### src/hdl/gnm_ram.sv
// Generic single-write, single-read RAM with a registered read port.
module gnm_ram #(
  parameter int WIDTH = 8,
  parameter int DEPTH = 16
) (
  input  logic                                    clk,
  input  logic                                    we,
  input  logic [(DEPTH > 1 ? $clog2(DEPTH) : 1)-1:0] waddr,
  input  logic [WIDTH-1:0]                        wdata,
  input  logic                                    re,
  input  logic [(DEPTH > 1 ? $clog2(DEPTH) : 1)-1:0] raddr,
  output logic [WIDTH-1:0]                        rdata
);

  logic [WIDTH-1:0] mem [DEPTH];

  always_ff @(posedge clk) begin
    if (we) begin
      mem[waddr] <= wdata;
    end
    if (re) begin
      rdata <= mem[raddr];
    end
  end

endmodule
### config.mk
export PLATFORM = sky130hd
export DESIGN_NAME = gnm_ram
export DESIGN_NICKNAME = d
export VERILOG_FILES = /design/src/hdl/gnm_ram.sv
export SDC_FILE = /design/constraint.sdc
export NUM_CORES = 1
export LEC_CHECK = 0
export ABC_CLOCK_PERIOD_IN_PS = 2150
export BUFFER_PORTS_ARGS = -buffer_cell sky130_fd_sc_hd__buf_2
export CAP_MARGIN = 5
export CELL_PAD_IN_SITES_DETAIL_PLACEMENT = 0
export CELL_PAD_IN_SITES_GLOBAL_PLACEMENT = 1
export CORE_MARGIN = 3
export CORE_UTILIZATION = 53
export DETAILED_ROUTE_END_ITERATION = 8
export PLACE_DENSITY = 0.75
export SLEW_MARGIN = 20
export SYNTH_ARGS = -nofsm -noshare
export SYNTH_HDL_FRONTEND = slang
export SYNTH_SLANG_ARGS = --single-unit
### constraint.sdc
create_clock -name clk -period 2.15 [get_ports clk]
set_clock_uncertainty 0.05 [all_clocks]
set_input_delay 0 -clock clk [delete_from_list [all_inputs] [get_ports clk]]
set_output_delay 0 -clock clk [all_outputs]
set_load 0.03 [all_outputs]
==> PnR_summary.wiki, run 1 <==
{| class="wikitable"
! Metric !! Value
|-
| EDFF count, synth || 136
|-
| Antenna violations before repair || 0
|-
| Cell Area, Synth || 5230 sq um
|-
| Sum of negative setup slack || 0 ns
|-
| Cell count after placement || about 400
|-
| Final ANT Viol Nets || 0
|-
| Core Util, Final || 67.3%
|-
| Detailed-route vias per instance || 5.79
|-
| CTS clk-pin slew, worst paths || about 0.060 ns
|-
| Starting density of the core || 55.5%
|-
| Final period util || 76.3%
|-
| Gr usage total || 19.6%
|-
| Post-DR wirelength/cell || 23.5 um
|-
| Number of detailed-route iterations in the first pass || 5
|-
| Count of non-filler cells in the finished layout || 435
|-
| Detailed-route DRC error count || 0
|-
| Syn_nets || around 250
|-
| Slowest cell on crit path || sky130_fd_sc_hd__mux4_1
|-
| Cell count along the critical path || 3
|-
| Class of the tightest hold or removal check || in2reg
|-
| Via count of the routed design || 2517
|-
| Mapped Avg Cell Area || 22.8 sq um
|-
| Post-route minimum period || 1.64 ns
|-
| Library cell occupying the most area in the post-synthesis netlist || sky130_fd_sc_hd__edfxtp_1
|-
| Net total in the final layout || 313
|-
| Global Route met3 Usage || 3.74%
|-
| Count of boundary I/O pins || 27
|-
| Die H || 105 um
|-
| Last element of the critical path || rdata[1]
|-
| Number of synthesis warnings || 0
|-
| Max-slew headroom at the worst pin || between 50% and 60%
|-
| Reg2reg path depth || 3
|-
| Largest fanout of any net on the critical path || 1
|-
| Slack of the worst reg-to-reg path || 0.51 ns
|-
| Sequential area share after synthesis || 78.1%
|-
| Number of register bits inferred by synthesis || approximately 140
|-
| Clock tree from TritonCTS || yes
|-
| Nature of the critical path startpoint || flip-flop
|-
| Htree depth || 4
|-
| Final Setup Violations || 0
|-
| Critical path launch point || mem[0][1]
|-
| Number of I/O port buffers || 26
|-
| Pin count of the biggest net entering global routing || 33
|-
| CP top delay family || multiplexers
|-
| Most common cell after layout, fill and taps aside || sky130_fd_sc_hd__edfxtp_1
|-
| Sink Count || 136
|-
| WL final || a little over 10000 um
|-
| Worst R2R End || rdata[1]
|-
| Unique cell type count in the Yosys netlist || 18
|-
| Floorplan Core Area || around 9400 sq um
|-
| Worst-path cell chain || mux4_1, a22oi_1, nand2_1
|-
| Worst Path Required || roughly 2.4 ns
|-
| VDD IR max || 0.000599 V
|-
| Number of CTS-inserted buffers || 17
|-
| Commonest cells after routing, fill and taps aside || sky130_fd_sc_hd__edfxtp_1 (136), sky130_fd_sc_hd__buf_2 (26), sky130_fd_sc_hd__mux4_2 (18)
|-
| Number of instances in the synthesized netlist || 229
|-
| Total half-perimeter wirelength after legalization and detailed placement || 6120 um
|-
| Setup repair after global routing missed its margin || false
|-
| Placer Congestion || ~0.76
|-
| Post CTS Setup Buffer Count || 0
|-
| Category of the worst setup path capture point || flip-flop
|-
| Fraction of final layout cells sized beyond drive strength 1 || approximately 30%
|-
| Reg-to-Reg Start || mem[0][1]
|-
| Clock network latency to the later pin of the worst-skew pair || 0.51 ns
|-
| Pre-CTS setup slack || approximately 0.41 ns
|-
| Number of buffers between clock root and the deepest sink || 2
|-
| Leak || between 2 and 2.5 nW
|-
| Total power per unit cell area || 1000 nW/um^2
|-
| Number of placement rows || 35
|-
| Final WS setup || 0.509 ns
|-
| Status || complete, no violations
|-
| Fraction of synthesis flops using an asynchronous set or reset pin || 0%
|-
| Area Overhead vs Synth || 21.2%
|-
| Met1 Usage GRT || 29.5%
|-
| Global-route wire length before repair || 15600 um
|-
| Vias in the first global route || 2547
|-
| Kind of critical path || reg2reg
|-
| GR Overflow Total || 0
|-
| Die Span X || 105 um
|-
| Hold violation total from the final report || 0
|-
| Starting DRC count in detailed routing || 183
|-
| Met2 Usage GRT || 28.9%
|-
| Area enclosed by the die boundary || 11100 sq um
|-
| Count of maximum capacitance violations || 0
|-
| Prevailing post-synth register cell || sky130_fd_sc_hd__edfxtp_1
|-
| Number of fillers in the final layout || 578
|-
| Maximum cell stage delay along the critical path || between 0.5 and 0.6 ns
|-
| Data arrival, critical path || around 1.8 ns
|-
| Max Slew Vio Count || 0
|-
| Antenna diode count || 0
|-
| Worst Tran Pin Value || 0.702 ns
|-
| Area share of the largest cell type after synthesis || approximately four fifths
|-
| Global routing's busiest layer || met1
|-
| FMAX || 609 MHz
|-
| Leading cell types by total area after synthesis || sky130_fd_sc_hd__edfxtp_1 (78%), sky130_fd_sc_hd__mux4_2 (7.8%), sky130_fd_sc_hd__mux4_1 (7.0%)
|-
| Clock root cell || sky130_fd_sc_hd__clkbuf_8
|-
| Total buffers and inverters traversed by the critical path || 0
|}
stage by stage:
| step | instance area (sq um) | total power [mW] | hold slack (ns) |
|---|---|---|---|
| 3_3_place_gp | 5590 | 3.36 | 0.326 |
| 6_report | 6330 | 6.35 | 0.0986 |
| 3_5_place_dp | 5590 | 3.36 | 0.329 |
| 2_1_floorplan | 5230 | 3.23 | 0.0489 |
| 5_1_grt | 6330 | 6.51 | 0.138 |
| 4_1_cts | 6330 | 6.38 | 0.0892 |
final cells by class:
class | instances | area [sq um] | share of cell area [%]
clock buffer | 18 | 418 | 6.60
clock inverter | 13 | 204 | 3.22
multi-input combinational | 83 | 1060 | 16.7
sequential | 136 | 4080 | 64.5
tap | 129 | 161 | 2.55
timing repair buffer | 56 | 410 | 6.48
synth_stat cells (2+ instances only):
| cell | number |
|---|---|
| sky130_fd_sc_hd__nand3b_1 | 2 |
| sky130_fd_sc_hd__edfxtp_1 | 136 |
| sky130_fd_sc_hd__a22oi_1 | 16 |
| sky130_fd_sc_hd__nand2b_1 | 2 |
| sky130_fd_sc_hd__buf_6 | 3 |
| sky130_fd_sc_hd__nor2_1 | 13 |
| sky130_fd_sc_hd__nand2_1 | 9 |
| sky130_fd_sc_hd__buf_2 | 3 |
| sky130_fd_sc_hd__mux4_1 | 14 |
| sky130_fd_sc_hd__clkdlybuf4s25_2 | 3 |
| sky130_fd_sc_hd__mux4_2 | 18 |
| sky130_fd_sc_hd__nor3_1 | 4 |
cell families after synthesis:
group                  share of synthesized area, %
AOI/OAI and AO/OA                              2.30
buffers and inverters                          1.65
DFF                                            78.1
muxes                                          14.8
and+or+nand+nor                                3.14
flip-flops by register name, indices dropped and copies added (netlist names):
name / count
mem: 128
rdata: 8
report_power, final:
part / leakage, nW / total [mW] / internal, mW / switching [mW]
combinational: 0.631 / 0.317 / 0.129 / 0.188
clock: 0.306 / 3.03 / 1.99 / 1.04
sequential: 1.24 / 3.00 / 2.99 / 0.0158
layer usage:
| metal | vias to the layer above | share of wire [%] |
|---|---|---|
| met5 | - | 0 |
| met4 | 0 | 1.6 |
| met3 | 12 | 6.1 |
| met2 | 89 | 47 |
| met1 | 1308 | 45 |
| li1 | 1108 | - |
what timing repair did:
item | in CTS | in global routing
resized for setup | 0 | 0
hold endpoints to repair | 152 | 0
hold buffers | 12 | 0
tightest hold or removal path: cells and delay by family:
| family | cells | cell delay (ns) |
|---|---|---|
| simple gates | 2 | 0.20 |
| buf+inv | 2 | 0.29 |
worst min path at each step:
stage,start,endpoint,cells after the start
floorplan,wdata[0],mem[0][0],0
global placement,re,rdata[0],1
detailed placement,re,rdata[0],1
CTS,waddr[2],mem[7][4],4
global route,waddr[2],mem[7][4],4
finish,waddr[2],mem[7][4],4
Power figures use the tool's default switching activity.
==> run 2: changes to the inputs <==
- ABC_AREA: not set -> 1
- ABC_CLOCK_PERIOD_IN_PS: 2150 -> 1340
- CORE_UTILIZATION: 53 -> 44
- PLACE_DENSITY: 0.75 -> 0.72
- clock period: 2.15 -> 1.34 ns (I/O delays scaled with it)
==> run 2 against run 1 <==
  * Worst hold slack lost 0.096 ns
  * Clock power grew 31%
  * Register-to-register slack lost 0.40 ns
  * Non-clock buffer count grew 3
  * Design area grew 8.3%
  * Fmax grew 33%
==> PnR_summary.wiki, run 2 <==
{| class="wikitable"
! Metric !! Value
|-
| Status || complete, no violations
|-
| Clock network latency to the later pin of the worst-skew pair || 0.41 ns
|-
| Detailed-route DRC error count || 0
|-
| CP top delay family || simple AND/OR/NAND/NOR gates
|-
| PostCTS Resize Cnt || 0
|-
| Max Slew Vio Count || 0
|-
| Commonest cells post-synth || sky130_fd_sc_hd__nand2_1 (173), sky130_fd_sc_hd__edfxtp_1 (136), sky130_fd_sc_hd__inv_1 (100), sky130_fd_sc_hd__nand3_1 (97), sky130_fd_sc_hd__nor2_1 (17)
|-
| Largest fanout of any net on the critical path || 1
|-
| Proportion of total power due to net switching || 21.2%
|-
| CTS clk-pin slew, worst paths || ~0.050 ns
|-
| WL final || roughly 14000 um
|-
| Setup repair after global routing missed its margin || false
|-
| Commonest cells after routing, fill and taps aside || sky130_fd_sc_hd__nand2_1 (173), sky130_fd_sc_hd__edfxtp_1 (136), sky130_fd_sc_hd__inv_1 (100)
|-
| Destination of the worst hold path || mem[2][3]
|-
| Number of I/O port buffers || 26
|-
| Critical Path Most Common Cell || sky130_fd_sc_hd__nand3_1
|-
| Relative contribution of combinational cells to total power || a little over 7%
|-
| Area share of the largest cell type after synthesis || 69.8%
|-
| Maximum cell stage delay along the critical path || about 0.37 ns
|-
| Starting density of the core || 45.6%
|-
| Net switching power || 2.01 mW
|-
| Die Span X || 121 um
|-
| Kind of critical path || reg2reg
|-
| GR Overflow Total || 0
|-
| Sink Count || 136
|-
| Pre-CTS setup slack || -0.0307 ns
|-
| Nature of the critical path startpoint || flip-flop
|-
| Clock root cell || sky130_fd_sc_hd__clkbuf_16
|-
| Via count of the routed design || 3867
|-
| Hold violation total from the final report || 0
|-
| Fraction of final layout cells sized beyond drive strength 1 || approximately an eighth
|-
| Net total in the final layout || 624
|-
| Antenna violations before repair || 1
|-
| Leading cell types by total area after synthesis || sky130_fd_sc_hd__edfxtp_1 (70%), sky130_fd_sc_hd__nand2_1 (11%), sky130_fd_sc_hd__nand3_1 (8.3%)
|-
| Number of buffers between clock root and the deepest sink || 2
|-
| Antenna diode count || 0
|-
| Total power per unit cell area || 1380 nW/um^2
|-
| Clock network power share || 41.9%
|-
| Prevailing post-synth register cell || sky130_fd_sc_hd__edfxtp_1
|-
| Fraction of synthesis flops using an asynchronous set or reset pin || 0%
|-
| Final WS setup || 0.108 ns
|-
| Max-slew headroom at the worst pin || 56.6%
|-
| Placer Congestion || 0.821
|-
| Startpoint of the tightest hold check path || wdata[3]
|-
| Detailed-route vias per instance || around 5
|-
| Number of synthesis warnings || 0
|-
| Global-route wire length before repair || 20900 um
|-
| Sequential area share after synthesis || 69.8%
|-
| Number of CTS-inserted buffers || 17
|-
| Count of maximum capacitance violations || 0
|-
| Clock tree from TritonCTS || yes
|-
| Category of the worst setup path capture point || flip-flop
|-
| EDFF count, synth || 136
|-
| VDD IR max || just under 0.0008 V
|-
| Vias in the first global route || 3561
|-
| Cell count along the critical path || 6
|-
| Number of instances in the synthesized netlist || about 550
|-
| FMAX || 812 MHz
|-
| Syn_nets || 570
|-
| Number of placement rows || 41
|-
| Number of register bits inferred by synthesis || 136
|-
| Worst Path Required || 1.44 ns
|-
| Area Overhead vs Synth || 17.3%
|-
| Reg-to-Reg Start || mem[9][5]
|-
| Die H || 121 um
|-
| Top-count cell post-synth || sky130_fd_sc_hd__nand2_1
|-
| Post-DR wirelength/cell || 17.2 um
|-
| Worst-path cell chain || inv_1, nand2_1, nand3_1, nand3_1, nand3_1, nand2_1
|-
| Area enclosed by the die boundary || 14700 sq um
|-
| Final period util || 91.9%
|-
| Library cell occupying the most area in the post-synthesis netlist || sky130_fd_sc_hd__edfxtp_1
|-
| Max reg flops || 128
|-
| Total buffers and inverters traversed by the critical path || 1
|-
| Depth of the worst hold-timing path || 1
|-
| Cell count after placement || between 700 and 800
|-
| Floorplan Core Area || 12800 sq um
|-
| Mapped Avg Cell Area || 10.6 sq um
|-
| Post-route minimum period || 1.23 ns
|-
| Total half-perimeter wirelength after legalization and detailed placement || 8720 um
|-
| Unique cell type count in the Yosys netlist || 11
|-
| Top Registers || mem (128), rdata (8)
|-
| Reg power frac || ~50%
|-
| Number of fillers in the final layout || 1157
|-
| Worst Tran Pin Value || 0.650 ns
|-
| Leak || 2.97 nW
|-
| Internal Power || 7.45 mW
|-
| Count of boundary I/O pins || 27
|-
| Count of non-filler cells in the finished layout || approximately 790
|-
| Data arrival, critical path || 1.34 ns
|-
| Cell Area, Synth || 5850 sq um
|-
| Final Setup Violations || 0
|-
| Pin count of the biggest net entering global routing || 55
|-
| Slowest cell on crit path || sky130_fd_sc_hd__edfxtp_1
|-
| Gr usage total || 19.7%
|-
| Class of the tightest hold or removal check || in2reg
|-
| Final ANT Viol Nets || 0
|-
| Starting DRC count in detailed routing || 312
|-
| Post-layout total power || about 9.5 mW
|-
| Worst R2R End || rdata[5]
|-
| Register with the most flip-flops || mem
|-
| Number of detailed-route iterations in the first pass || 5
|-
| Htree depth || 4
|-
| Reg2reg path depth || 6
|-
| Slack of the worst reg-to-reg path || roughly 0.11 ns
|-
| Most common cell after layout, fill and taps aside || sky130_fd_sc_hd__nand2_1
|}
==> run 2: cell count changes in the layout (fill, tap and decap cells not counted), sizes merged, moves of 5 or more <==
cell / before / now
inv: 0 / 102
dlygate4sd3: 12 / 7
a22oi: 16 / 0
buf: 44 / 52
mux4: 32 / 0
nand3: 1 / 97
nand2: 9 / 173
==> run 2: cell families (layout without fill, tap and decap cells) <==
family / after synthesis / after routing / synth area share, %
buffers and inverters: 126 / 188 / 9.39
DFF: 136 / 136 / 69.8
and+or+nand+nor: 289 / 289 / 20.8
==> run 2: worst reg2reg max path, stage by stage, from the launching register on <==
cell and delay [ns]:
sky130_fd_sc_hd__edfxtp_1 0.37, sky130_fd_sc_hd__inv_1 0.06, sky130_fd_sc_hd__nand2_1 0.04, sky130_fd_sc_hd__nand3_1 0.07, sky130_fd_sc_hd__nand3_1 0.12, sky130_fd_sc_hd__nand3_1 0.19
sky130_fd_sc_hd__nand2_1 0.08
==> run 2: layer usage <==
metal / vias to the layer above / share of wire, % / GRT usage (%)
met5: - / 0.081 / 0
met4: 2 / 2.1 / 7.91
met3: 21 / 5.9 / 4.57
met2: 131 / 47 / 29.9
met1: 1827 / 44 / 27.5
li1: 1886 / - / -
==> run 2: cell type report <==
| type | count | area, sq um | share of cell area (%) |
|---|---|---|---|
| flip-flops and latches | 136 | 4080 | 59.5 |
| multi-input cells | 289 | 1210 | 17.7 |
| repair buffers | 59 | 470 | 6.86 |
| clock buffers | 18 | 429 | 6.26 |
| inverters | 102 | 383 | 5.58 |
| well taps | 172 | 215 | 3.14 |
| clock inverters | 9 | 63.8 | 0.930 |
==> run 2: power groups by stage <==
| stage | Sequential (mW) | Clock [mW] | Combinational, mW |
|---|---|---|---|
| 2_1_floorplan | 4.94 | 0 | 0.336 |
| 3_3_place_gp | 4.91 | 0 | 0.657 |
| 3_5_place_dp | 4.91 | 0 | 0.663 |
| 4_1_cts | 4.83 | 4.03 | 0.680 |
| 5_1_grt | 4.83 | 4.24 | 0.740 |
| 6_report | 4.83 | 3.96 | 0.668 |
==> run 2: through the flow <==
step / area [sq um] / util [%] / hold slack, ns / setup TNS [ns]
floorplan: 5850 / - / 0.0489 / 0
global placement: 6300 / 49.1 / 0.313 / -0.0442
detailed placement: 6300 / 49.1 / 0.319 / -0.0515
CTS: 6860 / 53.5 / 0.00886 / 0
global route: 6860 / 53.5 / 0.0153 / 0
finish: 6860 / 53.5 / 0.00228 / 0
==> run 2: timing repair <==
item,4_1_cts,5_1_grt
setup buffers,0,0
endpoints found under the hold margin,104,0
hold buffers,7,0
==> run 2: worst max path at each step <==
stage          slack (ns)        from          to
6_report             0.11   mem[9][5]    rdata[5]
5_1_grt              0.08   mem[9][5]    rdata[5]
4_1_cts              0.13  mem[11][1]    rdata[1]
3_5_place_dp        -0.03    raddr[0]    rdata[1]
3_3_place_gp        -0.02    raddr[0]    rdata[5]
2_1_floorplan        0.34    waddr[2]  mem[10][0]
==> run 3: changes to the inputs <==
- SETUP_SLACK_MARGIN: not set -> 0.3
==> run 3 against run 2 <==
  * Routed wire length increased by 0.55%
  * Critical path type unchanged
  * Sequential cell count unchanged
  * First-iteration DRC count decreased by 2.2%
  * Register-to-register slack better by 0.11 ns
  * Clock power is essentially flat
  * Total power rose by 1.0%
  * Final cell count did not move
  * Die area stayed put
  * Fmax up 9.8%
  * Combinational power increased by 11%
==> PnR_summary.wiki, run 3 (same netlist as run 2, synthesis figures left out) <==
{| class="wikitable"
! Metric !! Value
|-
| Register with the most flip-flops || mem
|-
| Detailed-route vias per instance || 4.86
|-
| Largest fanout of any net on the critical path || 1
|-
| Class of the tightest hold or removal check || in2reg
|-
| Starting DRC count in detailed routing || 305
|-
| Via count of the routed design || 3819
|-
| Detailed-route DRC error count || 0
|-
| Post-route minimum period || 1.12 ns
|-
| Count of non-filler cells in the finished layout || 785
|-
| Top Registers || mem (128), rdata (8)
|-
| Nature of the critical path startpoint || flip-flop
|-
| GR Overflow Total || 0
|-
| Most common cell after layout, fill and taps aside || sky130_fd_sc_hd__nand2_1
|-
| Number of placement rows || around 40
|-
| Floorplan Core Area || 12800 sq um
|-
| Vias in the first global route || ~3600
|-
| Cell count after placement || 751
|-
| Post CTS Setup Buffer Count || 0
|-
| Core Util, Final || between 50 and 60%
|-
| Internal Power || 7.49 mW
|-
| Hold violation total from the final report || 0
|-
| Number of CTS-inserted buffers || 17
|-
| Net total in the final layout || 624
|-
| VDD IR max || approximately 0.0008 V
|-
| Max reg flops || around 130
|-
| Final Setup Violations || 0
|-
| Sink Count || approximately 140
|-
| Worst Path Required || approximately 1.5 ns
|-
| Global-route wire length before repair || 21000 um
|-
| FMAX || ~890 MHz
|-
| Setup repair after global routing missed its margin || true
|-
| Leak || 3.06 nW
|-
| Clock root cell || sky130_fd_sc_hd__clkbuf_16
|-
| Max Slew Vio Count || 0
|-
| Pin count of the biggest net entering global routing || 55
|-
| Worst Tran Pin Value || 0.636 ns
|-
| Area Overhead vs Synth || 21.5%
|-
| Starting density of the core || 45.6%
|-
| Final period util || between 80% and 90%
|-
| Reg power frac || around half
|-
| Fraction of final layout cells sized beyond drive strength 1 || about a fifth
|-
| Data arrival, critical path || 1.24 ns
|-
| WL final || 13600 um
|-
| Die Span X || around 120 um
|-
| Count of boundary I/O pins || 27
|-
| Gr usage total || 19.8%
|-
| Count of maximum capacitance violations || 0
|-
| CTS clk-pin slew, worst paths || roughly 0.050 ns
|-
| Kind of critical path || reg2reg
|-
| Number of detailed-route iterations in the first pass || 4
|-
| Status || complete, no violations
|-
| Area enclosed by the die boundary || between 10000 and 15000 sq um
|-
| Clock network power share || 41.6%
|-
| Total half-perimeter wirelength after legalization and detailed placement || 8720 um
|-
| Category of the worst setup path capture point || flip-flop
|-
| Antenna violations before repair || 0
|-
| Die H || 121 um
|-
| Relative contribution of combinational cells to total power || 7.8%
|-
| Commonest cells after routing, fill and taps aside || sky130_fd_sc_hd__nand2_1 (166), sky130_fd_sc_hd__edfxtp_1 (136), sky130_fd_sc_hd__inv_1 (100)
|-
| Number of I/O port buffers || 26
|-
| Antenna diode count || 0
|-
| Clock tree from TritonCTS || yes
|-
| Max-slew headroom at the worst pin || approximately 58%
|-
| Number of buffers between clock root and the deepest sink || 2
|-
| Post-DR wirelength/cell || 17.3 um
|-
| Net switching power || 2.06 mW
|-
| Htree depth || 4
|-
| Placer Congestion || 0.821
|-
| Clock network latency to the later pin of the worst-skew pair || 0.41 ns
|-
| Total power per unit cell area || 1340 nW/um^2
|-
| Proportion of total power due to net switching || 21.5%
|-
| Final ANT Viol Nets || 0
|}
## run 3: timing repair
item	4_1_cts	5_1_grt
pin swaps	8	18
hold endpoints to repair	104	0
gates cloned	0	0
endpoints found under the setup margin	14	16
hold buffers	7	0
gates resized for setup	32	29
## run 3: critical path, stage by stage (launching register included)
cell and delay [ns]:
sky130_fd_sc_hd__edfxtp_1 0.37, sky130_fd_sc_hd__inv_1 0.06, sky130_fd_sc_hd__nand2_1 0.06, sky130_fd_sc_hd__nand3_2 0.09, sky130_fd_sc_hd__nand3_2 0.11, sky130_fd_sc_hd__nand3_2 0.09, sky130_fd_sc_hd__nand2_1 0.05
## run 3: power by group through the flow
stage	registers, mW	logic, mW	clock network [mW]
after floorplan	4.94	0.336	0
after global placement	4.91	0.657	0
after detailed placement	4.91	0.663	0
after CTS	4.83	0.723	4.03
after global routing	4.84	0.816	4.24
final	4.83	0.742	3.97
## run 3: worst paths after layout
kind                                    to  cells past startpoint  slack, ns        from
worst min-delay path            mem[11][6]                      1      0.001    wdata[6]
worst min register to register    rdata[4]                      6       0.70  mem[14][4]
worst max register to register    rdata[1]                      6       0.22  mem[11][1]
worst max-delay path              rdata[1]                      6       0.22  mem[11][1]
## run 3: area by class of cell
type | instances | area, sq um
Clock inverter | 9 | 63.8
Timing Repair Buffer | 59 | 520
Fill cell | 1134 | 5720
Inverter | 102 | 383
Sequential cell | 136 | 4080
Clock buffer | 18 | 429
Tap cell | 172 | 215
Multi-Input combinational cell | 289 | 1410
## run 3: metal layers
metal / routed length, um / GRT usage [%] / up-vias
met5: 0 / 0 / -
met2: 6600 / 30.3 / 109
met4: 255 / 8.05 / 0
met1: 5860 / 27.5 / 1812
met3: 869 / 4.85 / 15
li1: - / - / 1883
## run 3: metrics by stage
| stage | power (mW) | instance area (sq um) | setup slack [ns] | hold slack, ns | setup TNS [ns] |
|---|---|---|---|---|---|
| after floorplan | 5.28 | 5850 | 0.339 | 0.0489 | 0 |
| after global placement | 5.57 | 6300 | -0.0159 | 0.313 | -0.0442 |
| after detailed placement | 5.57 | 6300 | -0.0307 | 0.319 | -0.0515 |
| after CTS | 9.58 | 6990 | 0.211 | 0.00886 | 0 |
| after global routing | 9.90 | 7110 | 0.155 | 0.0153 | 0 |
| final | 9.55 | 7110 | 0.218 | 0.00131 | 0 |
